[src/olt_pkg.sv]
// ----------------------------------------------------------------------------
// olt_pkg: shared definitions for the ordered list table
// Capacity, derived widths, operation codes and the cell control bundle.
// ----------------------------------------------------------------------------
`default_nettype none

package olt_pkg;

    localparam int CAPACITY = 16;
    localparam int IDX_W    = (CAPACITY > 1) ? $clog2(CAPACITY) : 1;
    localparam int CNT_W    = $clog2(CAPACITY + 1);
    // common width for position / index / count compares
    localparam int CMP_W    = (CNT_W > 5) ? CNT_W : 5;

    localparam int OP_W     = 2;
    localparam int POS_W    = 4;
    localparam int VAL_W    = 32;
    localparam int FPOS_W   = 4;
    localparam int OCNT_W   = 5;

    typedef enum logic [OP_W-1:0] {
        OP_APPEND = 2'd0,
        OP_INSERT = 2'd1,
        OP_REMOVE = 2'd2,
        OP_FIND   = 2'd3
    } op_t;

    // control broadcast to every cell for one item
    typedef struct packed {
        logic             apply;   // operation accepted and allowed
        op_t              op;
        logic [POS_W-1:0] pos;
        logic [CNT_W-1:0] count;   // entry count before the operation
    } cell_ctrl_t;

endpackage

`default_nettype wire

[src/ordered_list_table_core.sv]
// ----------------------------------------------------------------------------
// ordered_list_table_core: ordered list of signed 32-bit values
// Append, insert, remove and find on a list of up to CAPACITY entries.
// ----------------------------------------------------------------------------
// Each input item carries one operation. The list lives in a row of cells,
// one entry per cell; insert and remove move every affected cell by one slot
// toward its neighbor in the same clock, and find compares all cells at once
// and takes the lowest hit. The result of an accepted item is loaded into
// the output register at the edge that accepts it, so the block sustains one
// item per clock as long as results are taken. A full list refuses append and
// insert, insert beyond the count and remove at or beyond the count are
// refused, all with ok low and the list unchanged. Entries hold no defined
// value after reset; only slots below the count are ever looked at.
`default_nettype none

module ordered_list_table_core (
    input  wire logic        aclk,
    input  wire logic        aresetn,
    // input items
    input  wire logic        s_tvalid,
    output logic             s_tready,
    input  wire logic [39:0] s_tdata,  // opcode[1:0], position[5:2], value[37:6], zero pad
    // result items
    output logic             m_tvalid,
    input  wire logic        m_tready,
    output logic [15:0]      m_tdata   // ok[0], found_position[4:1], item_count[9:5], pad
);

    // item fields
    olt_pkg::op_t                      in_op;
    logic [olt_pkg::POS_W-1:0]         in_pos;
    logic signed [olt_pkg::VAL_W-1:0]  in_value;
    logic                              accept;

    assign in_op    = olt_pkg::op_t'(s_tdata[1:0]);
    assign in_pos   = s_tdata[5:2];
    assign in_value = s_tdata[37:6];

    // list count
    logic [olt_pkg::CNT_W-1:0] count_reg;
    logic [olt_pkg::CNT_W-1:0] count_next;

    // result register
    logic                       m_valid_reg;
    logic                       ok_reg;
    logic                       ok_next;
    logic [olt_pkg::FPOS_W-1:0] fpos_reg;
    logic [olt_pkg::FPOS_W-1:0] fpos_next;
    logic [olt_pkg::OCNT_W-1:0] ocnt_reg;

    // output slot free or being emptied this cycle
    assign s_tready = !m_valid_reg || m_tready;
    assign accept   = s_tvalid && s_tready;

    // legality of the requested operation
    logic                       full;
    logic [olt_pkg::CMP_W-1:0]  pos_c;
    logic [olt_pkg::CMP_W-1:0]  cnt_c;
    logic                       allowed;
    logic                       any_match;
    logic [olt_pkg::IDX_W-1:0]  first_idx;

    assign full  = (olt_pkg::CMP_W'(count_reg) == olt_pkg::CMP_W'(olt_pkg::CAPACITY));
    assign pos_c = olt_pkg::CMP_W'(in_pos);
    assign cnt_c = olt_pkg::CMP_W'(count_reg);

    always_comb begin
        allowed    = 1'b0;
        ok_next    = 1'b0;
        fpos_next  = '0;
        count_next = count_reg;
        unique case (in_op)
            olt_pkg::OP_APPEND: begin
                allowed = !full;
                ok_next = allowed;
                if (allowed) begin
                    count_next = count_reg + 1'b1;
                end
            end
            olt_pkg::OP_INSERT: begin
                allowed = !full && (pos_c <= cnt_c);
                ok_next = allowed;
                if (allowed) begin
                    count_next = count_reg + 1'b1;
                end
            end
            olt_pkg::OP_REMOVE: begin
                allowed = (pos_c < cnt_c);
                ok_next = allowed;
                if (allowed) begin
                    count_next = count_reg - 1'b1;
                end
            end
            olt_pkg::OP_FIND: begin
                ok_next = any_match;
                if (any_match) begin
                    fpos_next = olt_pkg::FPOS_W'(first_idx);
                end
            end
            default: begin
                allowed = 1'b0;
            end
        endcase
    end

    // control shared by the whole cell row
    olt_pkg::cell_ctrl_t ctrl;

    assign ctrl.apply = accept && allowed;
    assign ctrl.op    = in_op;
    assign ctrl.pos   = in_pos;
    assign ctrl.count = count_reg;

    // row of cells; each sees its lower and upper neighbor
    logic signed [olt_pkg::VAL_W-1:0] entry [olt_pkg::CAPACITY];
    logic [olt_pkg::CAPACITY-1:0]     match;

    for (genvar g = 0; g < olt_pkg::CAPACITY; g++) begin : g_cell
        logic signed [olt_pkg::VAL_W-1:0] lower_entry;
        logic signed [olt_pkg::VAL_W-1:0] upper_entry;

        if (g == 0) begin : g_bottom
            assign lower_entry = entry[g];
        end else begin : g_lower
            assign lower_entry = entry[g-1];
        end

        // top cell has no upper neighbor; its slot drops out of the count anyway
        if (g == olt_pkg::CAPACITY - 1) begin : g_top
            assign upper_entry = entry[g];
        end else begin : g_upper
            assign upper_entry = entry[g+1];
        end

        olt_cell u_cell (
            .aclk        (aclk),
            .ctrl        (ctrl),
            .cell_index  (olt_pkg::IDX_W'(g)),
            .value       (in_value),
            .lower_entry (lower_entry),
            .upper_entry (upper_entry),
            .entry       (entry[g]),
            .match       (match[g])
        );
    end

    olt_first_match u_first_match (
        .match (match),
        .any   (any_match),
        .index (first_idx)
    );

    // count and output valid
    always_ff @(posedge aclk) begin
        if (!aresetn) begin
            count_reg   <= '0;
            m_valid_reg <= 1'b0;
        end else begin
            if (accept) begin
                count_reg <= count_next;
            end
            if (accept) begin
                m_valid_reg <= 1'b1;
            end else if (m_tready) begin
                m_valid_reg <= 1'b0;
            end
        end
    end

    // result payload, loaded with each accepted item
    always_ff @(posedge aclk) begin
        if (accept) begin
            ok_reg   <= ok_next;
            fpos_reg <= fpos_next;
            ocnt_reg <= olt_pkg::OCNT_W'(count_next);
        end
    end

    assign m_tvalid = m_valid_reg;
    assign m_tdata  = {6'd0, ocnt_reg, fpos_reg, ok_reg};

endmodule

`default_nettype wire

[src/olt_cell.sv]
// ----------------------------------------------------------------------------
// olt_cell: one slot of the list
// Holds one entry, shifts with its neighbors and flags a find match.
// ----------------------------------------------------------------------------
`default_nettype none

module olt_cell (
    input  wire logic                            aclk,
    input  wire olt_pkg::cell_ctrl_t             ctrl,
    input  wire logic [olt_pkg::IDX_W-1:0]       cell_index,
    input  wire logic signed [olt_pkg::VAL_W-1:0] value,
    input  wire logic signed [olt_pkg::VAL_W-1:0] lower_entry,
    input  wire logic signed [olt_pkg::VAL_W-1:0] upper_entry,
    output logic signed [olt_pkg::VAL_W-1:0]      entry,
    output logic                                  match
);

    logic signed [olt_pkg::VAL_W-1:0] entry_reg;
    logic signed [olt_pkg::VAL_W-1:0] entry_next;
    logic                             entry_we;
    logic [olt_pkg::CMP_W-1:0]        idx_c;
    logic [olt_pkg::CMP_W-1:0]        pos_c;
    logic [olt_pkg::CMP_W-1:0]        cnt_c;

    assign idx_c = olt_pkg::CMP_W'(cell_index);
    assign pos_c = olt_pkg::CMP_W'(ctrl.pos);
    assign cnt_c = olt_pkg::CMP_W'(ctrl.count);

    always_comb begin
        entry_we   = 1'b0;
        entry_next = entry_reg;
        unique case (ctrl.op)
            olt_pkg::OP_APPEND: begin
                if (idx_c == cnt_c) begin
                    entry_we   = ctrl.apply;
                    entry_next = value;
                end
            end
            olt_pkg::OP_INSERT: begin
                if (idx_c == pos_c) begin
                    entry_we   = ctrl.apply;
                    entry_next = value;
                end else if (idx_c > pos_c) begin
                    entry_we   = ctrl.apply;
                    entry_next = lower_entry;
                end
            end
            olt_pkg::OP_REMOVE: begin
                if (idx_c >= pos_c) begin
                    entry_we   = ctrl.apply;
                    entry_next = upper_entry;
                end
            end
            olt_pkg::OP_FIND: begin
                entry_we = 1'b0;
            end
            default: begin
                entry_we = 1'b0;
            end
        endcase
    end

    always_ff @(posedge aclk) begin
        if (entry_we) begin
            entry_reg <= entry_next;
        end
    end

    assign entry = entry_reg;
    // only slots below the count hold live entries
    assign match = (entry_reg == value) && (idx_c < cnt_c);

endmodule

`default_nettype wire

[src/olt_first_match.sv]
// ----------------------------------------------------------------------------
// olt_first_match: lowest matching slot
// Priority encoder over the match flags of the cell row.
// ----------------------------------------------------------------------------
`default_nettype none

module olt_first_match (
    input  wire logic [olt_pkg::CAPACITY-1:0] match,
    output logic                              any,
    output logic [olt_pkg::IDX_W-1:0]         index
);

    always_comb begin
        index = '0;
        for (int i = olt_pkg::CAPACITY - 1; i >= 0; i--) begin
            if (match[i]) begin
                index = olt_pkg::IDX_W'(i);
            end
        end
    end

    assign any = |match;

endmodule

`default_nettype wire
[config.mk]
export PLATFORM = sky130hd
export DESIGN_NAME = ordered_list_table_core
export DESIGN_NICKNAME = d
export VERILOG_FILES = /design/src/olt_pkg.sv /design/src/ordered_list_table_core.sv /design/src/olt_cell.sv /design/src/olt_first_match.sv
export SDC_FILE = /design/constraint.sdc
export NUM_CORES = 2
export LEC_CHECK = 0
export BUFFER_PORTS_ARGS = -buffer_cell sky130_fd_sc_hd__buf_4
export CAP_MARGIN = 20
export CORE_UTILIZATION = 50
export CTS_CLUSTER_DIAMETER = 200
export DETAILED_ROUTE_END_ITERATION = 16
export PLACE_DENSITY = 0.66
export SYNTH_ARGS = -nofsm -noshare
export SYNTH_HDL_FRONTEND = slang
export SYNTH_SLANG_ARGS = --single-unit
[constraint.sdc]
create_clock -name aclk -period 9.8 [get_ports aclk]
set_input_delay 0.98 -clock aclk [delete_from_list [all_inputs] [get_ports aclk]]
set_output_delay 0.98 -clock aclk [all_outputs]
set_load 0.03 [all_outputs]
=== Word level (Yosys, flattened, before mapping) ===
Index checks and enable logic that the tools add are counted.

* Register bits after elaboration: 528
* Input port bits: 44
* Word-level logic and storage cells: 405
* Output and inout bits: 18

* $lt $le $gt $ge: 50
* Bitwise operators: 2
* Equal/unequal tests: 97
* Add/sub/neg operators: 2
* Reduce and logical (&&, ||, !) cells: 49
* Mux-type cells: 181

{| class="wikitable"
|+ Operator list
! operator !! number
|-
| two-way mux 32 bit || 62
|-
| case mux 32 bit (3 select lines) || 15
|-
| == test 32 bit || 16
|-
| AND reduction 5 bit || 15
|-
| case mux 1 bit (4 select lines) || 17
|-
| two-way mux 1 bit || 67
|-
| != test 2 x 1 -> 1 bit (second input constant) || 32
|-
| case mux 32 bit (2 select lines) || 1
|-
| != test 3 x 1 -> 1 bit (second input constant) || 15
|-
| == test 4 x 5 -> 1 bit (first input constant) || 8
|-
| < comparator 4 x 5 -> 1 bit (first input constant) || 8
|-
| == test 4 bit (first input constant) || 8
|-
| >= comparator 4 bit (first input constant) || 8
|-
| greater-than comparator 4 bit (first input constant) || 8
|-
| two-way mux 4 bit || 8
|-
| == test 3 x 5 -> 1 bit (first input constant) || 4
|-
| < comparator 3 x 5 -> 1 bit (first input constant) || 4
|-
| logical AND 1 bit || 19
|-
| == test 3 x 4 -> 1 bit (first input constant) || 4
|-
| >= comparator 3 x 4 -> 1 bit (first input constant) || 4
|-
| greater-than comparator 3 x 4 -> 1 bit (first input constant) || 4
|-
| OR reduction 16 bit || 1
|-
| two-way mux 5 bit || 3
|-
| case mux 5 bit (3 select lines) || 1
|-
| 32 further kinds || 49
|}

=== Depth between registers and ports, before layout ===
* Word-level depth: 17
* Mapped depth: 12

=== By module ===
From an unflattened synthesis, not the netlist that was laid out.

* Cell total of the unflattened synthesis: 3,815
* Area total of the unflattened synthesis: 42,313.1 um^2

{| class="wikitable"
|+ By module, submodules not included
! module !! cells an instance !! area each (um^2) !! seq. area each (um^2) !! instances
|-
| olt_cell (g_cell[1].u_cell ...) || 229 || 2,605.0 || 960.9 || 8
|-
| olt_cell (g_cell[0].u_cell ...) || 227 || 2,516.2 || 960.9 || 6
|-
| olt_cell (g_cell[15].u_cell ...) || 229 || 2,531.2 || 960.9 || 2
|-
| ordered_list_table_core || 129 || 1,137.3 || 420.4 || 1
|-
| olt_first_match || 34 || 176.4 || 0.0 || 1
|}

=== Worst setup path after synthesis ===
Ideal clock, no wire load.

* Path kind: input port to flip-flop
* Start: input port s_tdata[3]
* End: register g_cell[12].u_cell.entry_reg, in the netlist g_cell[12].u_cell.entry[0], enable pin
* Library setup time: 594 ps
* Setup slack: 1,710 ps
* Stages on the path: 10
* Arrival: 7,496 ps
* Cell sequence: ha_1 > nor2b_1 > o21a_1 > o21a_1 > o211ai_1 > a21o_1 > nand2_1 > nand2_1 > nand2_1 > a2111oi_0

* Cells in the longest elaborated chain, start to end: 8
* Elaborated cells on any way between the ends: 16

{| class="wikitable"
|+ Ends and longest elaborated chain
! item !! line !! source
|-
| start, declared || ordered_list_table_core.sv:22 || <nowiki>input wire logic [39:0] s_tdata,</nowiki>
|-
| <= comparator 4 x 5 -> 1 bit || ordered_list_table_core.sv:81 || <nowiki>allowed = !full && (pos_c <= cnt_c);</nowiki>
|-
| logical AND 1 bit || ordered_list_table_core.sv:81 ||
|-
| case mux 1 bit (3 select lines) || ordered_list_table_core.sv:72 || <nowiki>unique case (in_op)</nowiki>
|-
| logical AND 1 bit || ordered_list_table_core.sv:109 || <nowiki>assign ctrl.apply = accept && allowed;</nowiki>
|-
| two-way mux 1 bit || olt_cell.sv:43 || <nowiki>end else if (idx_c > pos_c) begin</nowiki>
|-
| two-way mux 1 bit || olt_cell.sv:40 || <nowiki>if (idx_c == pos_c) begin</nowiki>
|-
| case mux 1 bit (4 select lines) || olt_cell.sv:32 || <nowiki>unique case (ctrl.op)</nowiki>
|-
| AND reduction 5 bit (no source line) (*) || n/a ||
|-
| end signal, assigned || olt_cell.sv:65 || <nowiki>entry_reg <= entry_next;</nowiki>
|-
| end, declared || olt_cell.sv:18 || <nowiki>logic signed [olt_pkg::VAL_W-1:0] entry_reg;</nowiki>
|}

Mark *: on every way between the ends. The rest lies on a longest branch, timed or not.
A chain may end at the register's enable or synchronous reset.

=== Final worst setup path ===
* Start: register count_reg, in the netlist cnt_c[4]
* End: register fpos_reg[0] (netlist bit), data pin

* Cells in the longest elaborated chain, start to end: 17
* Elaborated cells on any way between the ends: 50

{| class="wikitable"
|+ Ends and longest elaborated chain
! item !! line !! source
|-
| start, declared || ordered_list_table_core.sv:40 || <nowiki>logic [olt_pkg::CNT_W-1:0] count_reg;</nowiki>
|-
| start signal, assigned || ordered_list_table_core.sv:160 || <nowiki>count_reg <= count_next;</nowiki>
|-
| < comparator 4 x 5 -> 1 bit || olt_cell.sv:71 || <nowiki>assign match = (entry_reg == value) && (idx_c < cnt_c);</nowiki>
|-
| logical AND 1 bit || olt_cell.sv:71 ||
|-
| two-way mux 4 bit (8 in a row) || olt_first_match.sv:16 || <nowiki>if (match[i]) begin</nowiki>
|-
| two-way mux 3 bit (4 in a row) || olt_first_match.sv:16 ||
|-
| two-way mux 2 bit (2 in a row) || olt_first_match.sv:16 ||
|-
| two-way mux 1 bit || olt_first_match.sv:16 ||
|-
| end signal, assigned || ordered_list_table_core.sv:174 || <nowiki>fpos_reg <= fpos_next;</nowiki>
|-
| end, declared || ordered_list_table_core.sv:47 || <nowiki>logic [olt_pkg::FPOS_W-1:0] fpos_reg;</nowiki>
|}

Several ways; a longest one is shown, not always the timed one.

==> summary.txt <==
post-synthesis cell count -> 2827
crit path time final -> 4.309 ns
Place WS -> 5.302 ns
global placement routability congestion -> 0.9714
GRT Total Usage -> 0.3200
Least-Margin Pin Slew -> 1.159 ns
Finished Cell Area -> 0.03565 sq mm
leak pwr -> 12.09 nW
worst flop-to-flop path endpoint -> fpos_reg[0]$_SDFFCE_PP0P_
Worst setup SP type -> flop
Setup Viol. Count Final -> 0
fin. max-slew vios -> 0
end of the critical path -> fpos_reg[0]$_SDFFCE_PP0P_
Port Buf Inserts -> 53
# Post-CTS Setup Buffers -> 0
final wirelength -> 109600 um
row count -> 93
Fmax -> 0.2320 GHz
initial antenna violation count -> 3
post-CTS sizing -> 0
register area share after synthesis -> 0.4785
Synth top area share -> 0.4749
RSZ-0062 raised after global routing -> no
Final Hold Viols -> 0
Max clock buf depth -> 3
Starting Density -> 0.5093
max FFs per register -> 512
Die Wd -> 258.9 um
worst min-delay path category -> reg2reg
synth top area cells -> edfxtp_1 47%, a22o_1 24%, xnor2_1 8.5%
# DRC -> 0
R2R Path Start -> cnt_c[4]$_SDFFE_PN0P_
Final #Nets -> 2711
Overall Power -> 5.716 mW
Top FF cell, synth -> edfxtp_1
CP Max Fanout -> 15
run status -> finished, final reports clean
largest net degree at the start of global routing -> 238
number of synthesized flops with an enable pin -> 522
clk_lat worst skew -> 0.64 ns
Final TNS setup -> 0 ns
hold-fix buffer count after cts -> 0
M1 WL -> 43100 um
Detailed Route Iter0 Violations -> 3361
pwr dens -> 160.4 mW/mm^2
first-pass GRT wire length -> 160200 um
reg2reg setup slack -> 5.49 ns
DR pass1 iterations -> 6
Synth Register Bits -> 528
CP Data Required Time -> 10.19 ns
root buf cell -> clkbuf_16
CP Data Arrival Time -> 4.69 ns
most instantiated cells after synthesis -> 895 x a22o_1, 522 x edfxtp_1, 320 x xnor2_1
Cell Area, Synth -> 0.03301 sq mm
path depth of the worst reg2reg path -> 9
Core Region -> 0.06481 sq mm
Post-DP Area -> 0.03377 sq mm
antenna-violating nets left -> 0
vias in the first global route -> 24029
Warnings, synthesis -> 0
Setup CP Type -> reg2reg
period utilisation layout -> 0.4397
hold slack -> 0.5424 ns
CTS tree -> built
Clock Skews -> 0.02150 ns
Rel. slew slack -> 0.2277
clk slew on worst S/H paths -> 0.06 ns
Die H -> 258.9 um
htree depth -> 2
met2 WL post-DR -> 51800 um
Vias -> 25129
CP startpoint -> cnt_c[4]$_SDFFE_PN0P_
most frequent cell after synthesis -> a22o_1
Layout fillers -> 5372
area leader, netlist -> edfxtp_1
Avg Vias per Cell -> 7.061
synth unique cells -> 59
Die ar. -> 0.06705 sq mm
CTS Buf Count -> 58
Async SR Flop Fraction -> 0
Top Layer Used -> met4
met3 WL post-DR -> 8669 um
Max Cap Violations -> 0
IO Pins -> 62
layout cells sized above 1 -> 0.1114
Avg Cell Area, Syn -> 11.68 sq um
CTS Sinks -> 528
wire per inst -> 30.79 um
Setup crit end kind -> flop
Final HPWL DP -> 76420 um
Area growth syn-to-layout -> 7.982%
maximum VDD drop -> 136.5 uV
setup ws final -> 5.491 ns
total grt overflow -> 0
[per-stage QoR]
stage               std cells  utilization
floorplan                2832            -
global placement         3444       0.5207
detailed placement       3445       0.5210
CTS                      3552       0.5483
global route             3559       0.5500
finish                   3559       0.5500
[cell type report]
class                   count  area, sq um  area share
multi-input cells        1931        15980      0.4482
clock buffers              71         1521     0.04268
clock inverters            36        244.0    0.006845
well taps                 855         1070     0.03001
inverters                  25        93.84    0.002633
flip-flops and latches    528        15800      0.4431
repair buffers            110        935.9     0.02626
diodes                      3        7.507   0.0002106
[report_power, final]
part           switching [mW]  internal (mW)
logic                   0.593          0.388
registers              0.0543           2.58
clock network           0.930           1.17
[cells in the final DEF, fill, tap and decap left out, drive strengths merged, types with 10 or more instances in the layout]
cell	Yosys	final
mux2	60	60
nor2	44	44
xor2	186	186
nand2	43	43
nand4	89	89
nor4	60	60
o21ai	36	36
xnor2	320	320
edfxtp	522	522
nand2b	10	10
a31oi	12	12
a22o	895	895
buf	84	110
ha	13	13
nand3	23	23
clkinv	1	32
inv	24	25
nor3	26	26
clkbuf	264	71
a21oi	45	45
[critical path, cell delays in order (launching register included)]
cell and delay [ns]:
dfxtp_1 0.88, clkinv_1 0.66, a31oi_1 0.62, nand4_1 0.14
nand4b_1 0.44, o21ai_0 0.33, a21oi_1 0.24, o21ai_2 0.23
nand4b_1 0.13, a211oi_2 0.38
[worst min-delay path by stage]
stage	end	cells after the start	startpoint	slack (ns)
CTS	m_tvalid$_SDFFE_PN0P_	2	m_tvalid$_SDFFE_PN0P_	0.54
global placement	m_tvalid$_SDFFE_PN0P_	2	m_tvalid$_SDFFE_PN0P_	0.51
floorplan	g_cell[0].u_cell.entry[2]$_DFFE_PP_	2	g_cell[1].u_cell.entry[2]$_DFFE_PP_	0.57
detailed placement	m_tvalid$_SDFFE_PN0P_	2	m_tvalid$_SDFFE_PN0P_	0.53
finish	m_tvalid$_SDFFE_PN0P_	2	m_tvalid$_SDFFE_PN0P_	0.54
global route	m_tvalid$_SDFFE_PN0P_	2	m_tvalid$_SDFFE_PN0P_	0.60
[kinds of logic after synthesis]
kind of cell,Yosys count,synth area share
DFF,528,0.4785
muxes,61,0.02077
and+or+nand+nor,317,0.05265
xor gates and xnor gates,506,0.1343
AOI/OAI and AO/OA,1028,0.2622
other,1,0.0001136
buffers and inverters,373,0.04658
adders and majority gates,13,0.004928
[layer usage]
metal,up-vias,GRT usage
met3,236,0.03212
met2,1435,0.5175
met4,0,0.1691
met1,12655,0.4256
met5,-,0
li1,10803,-
Note: power is estimated with default switching activity, not from simulation.
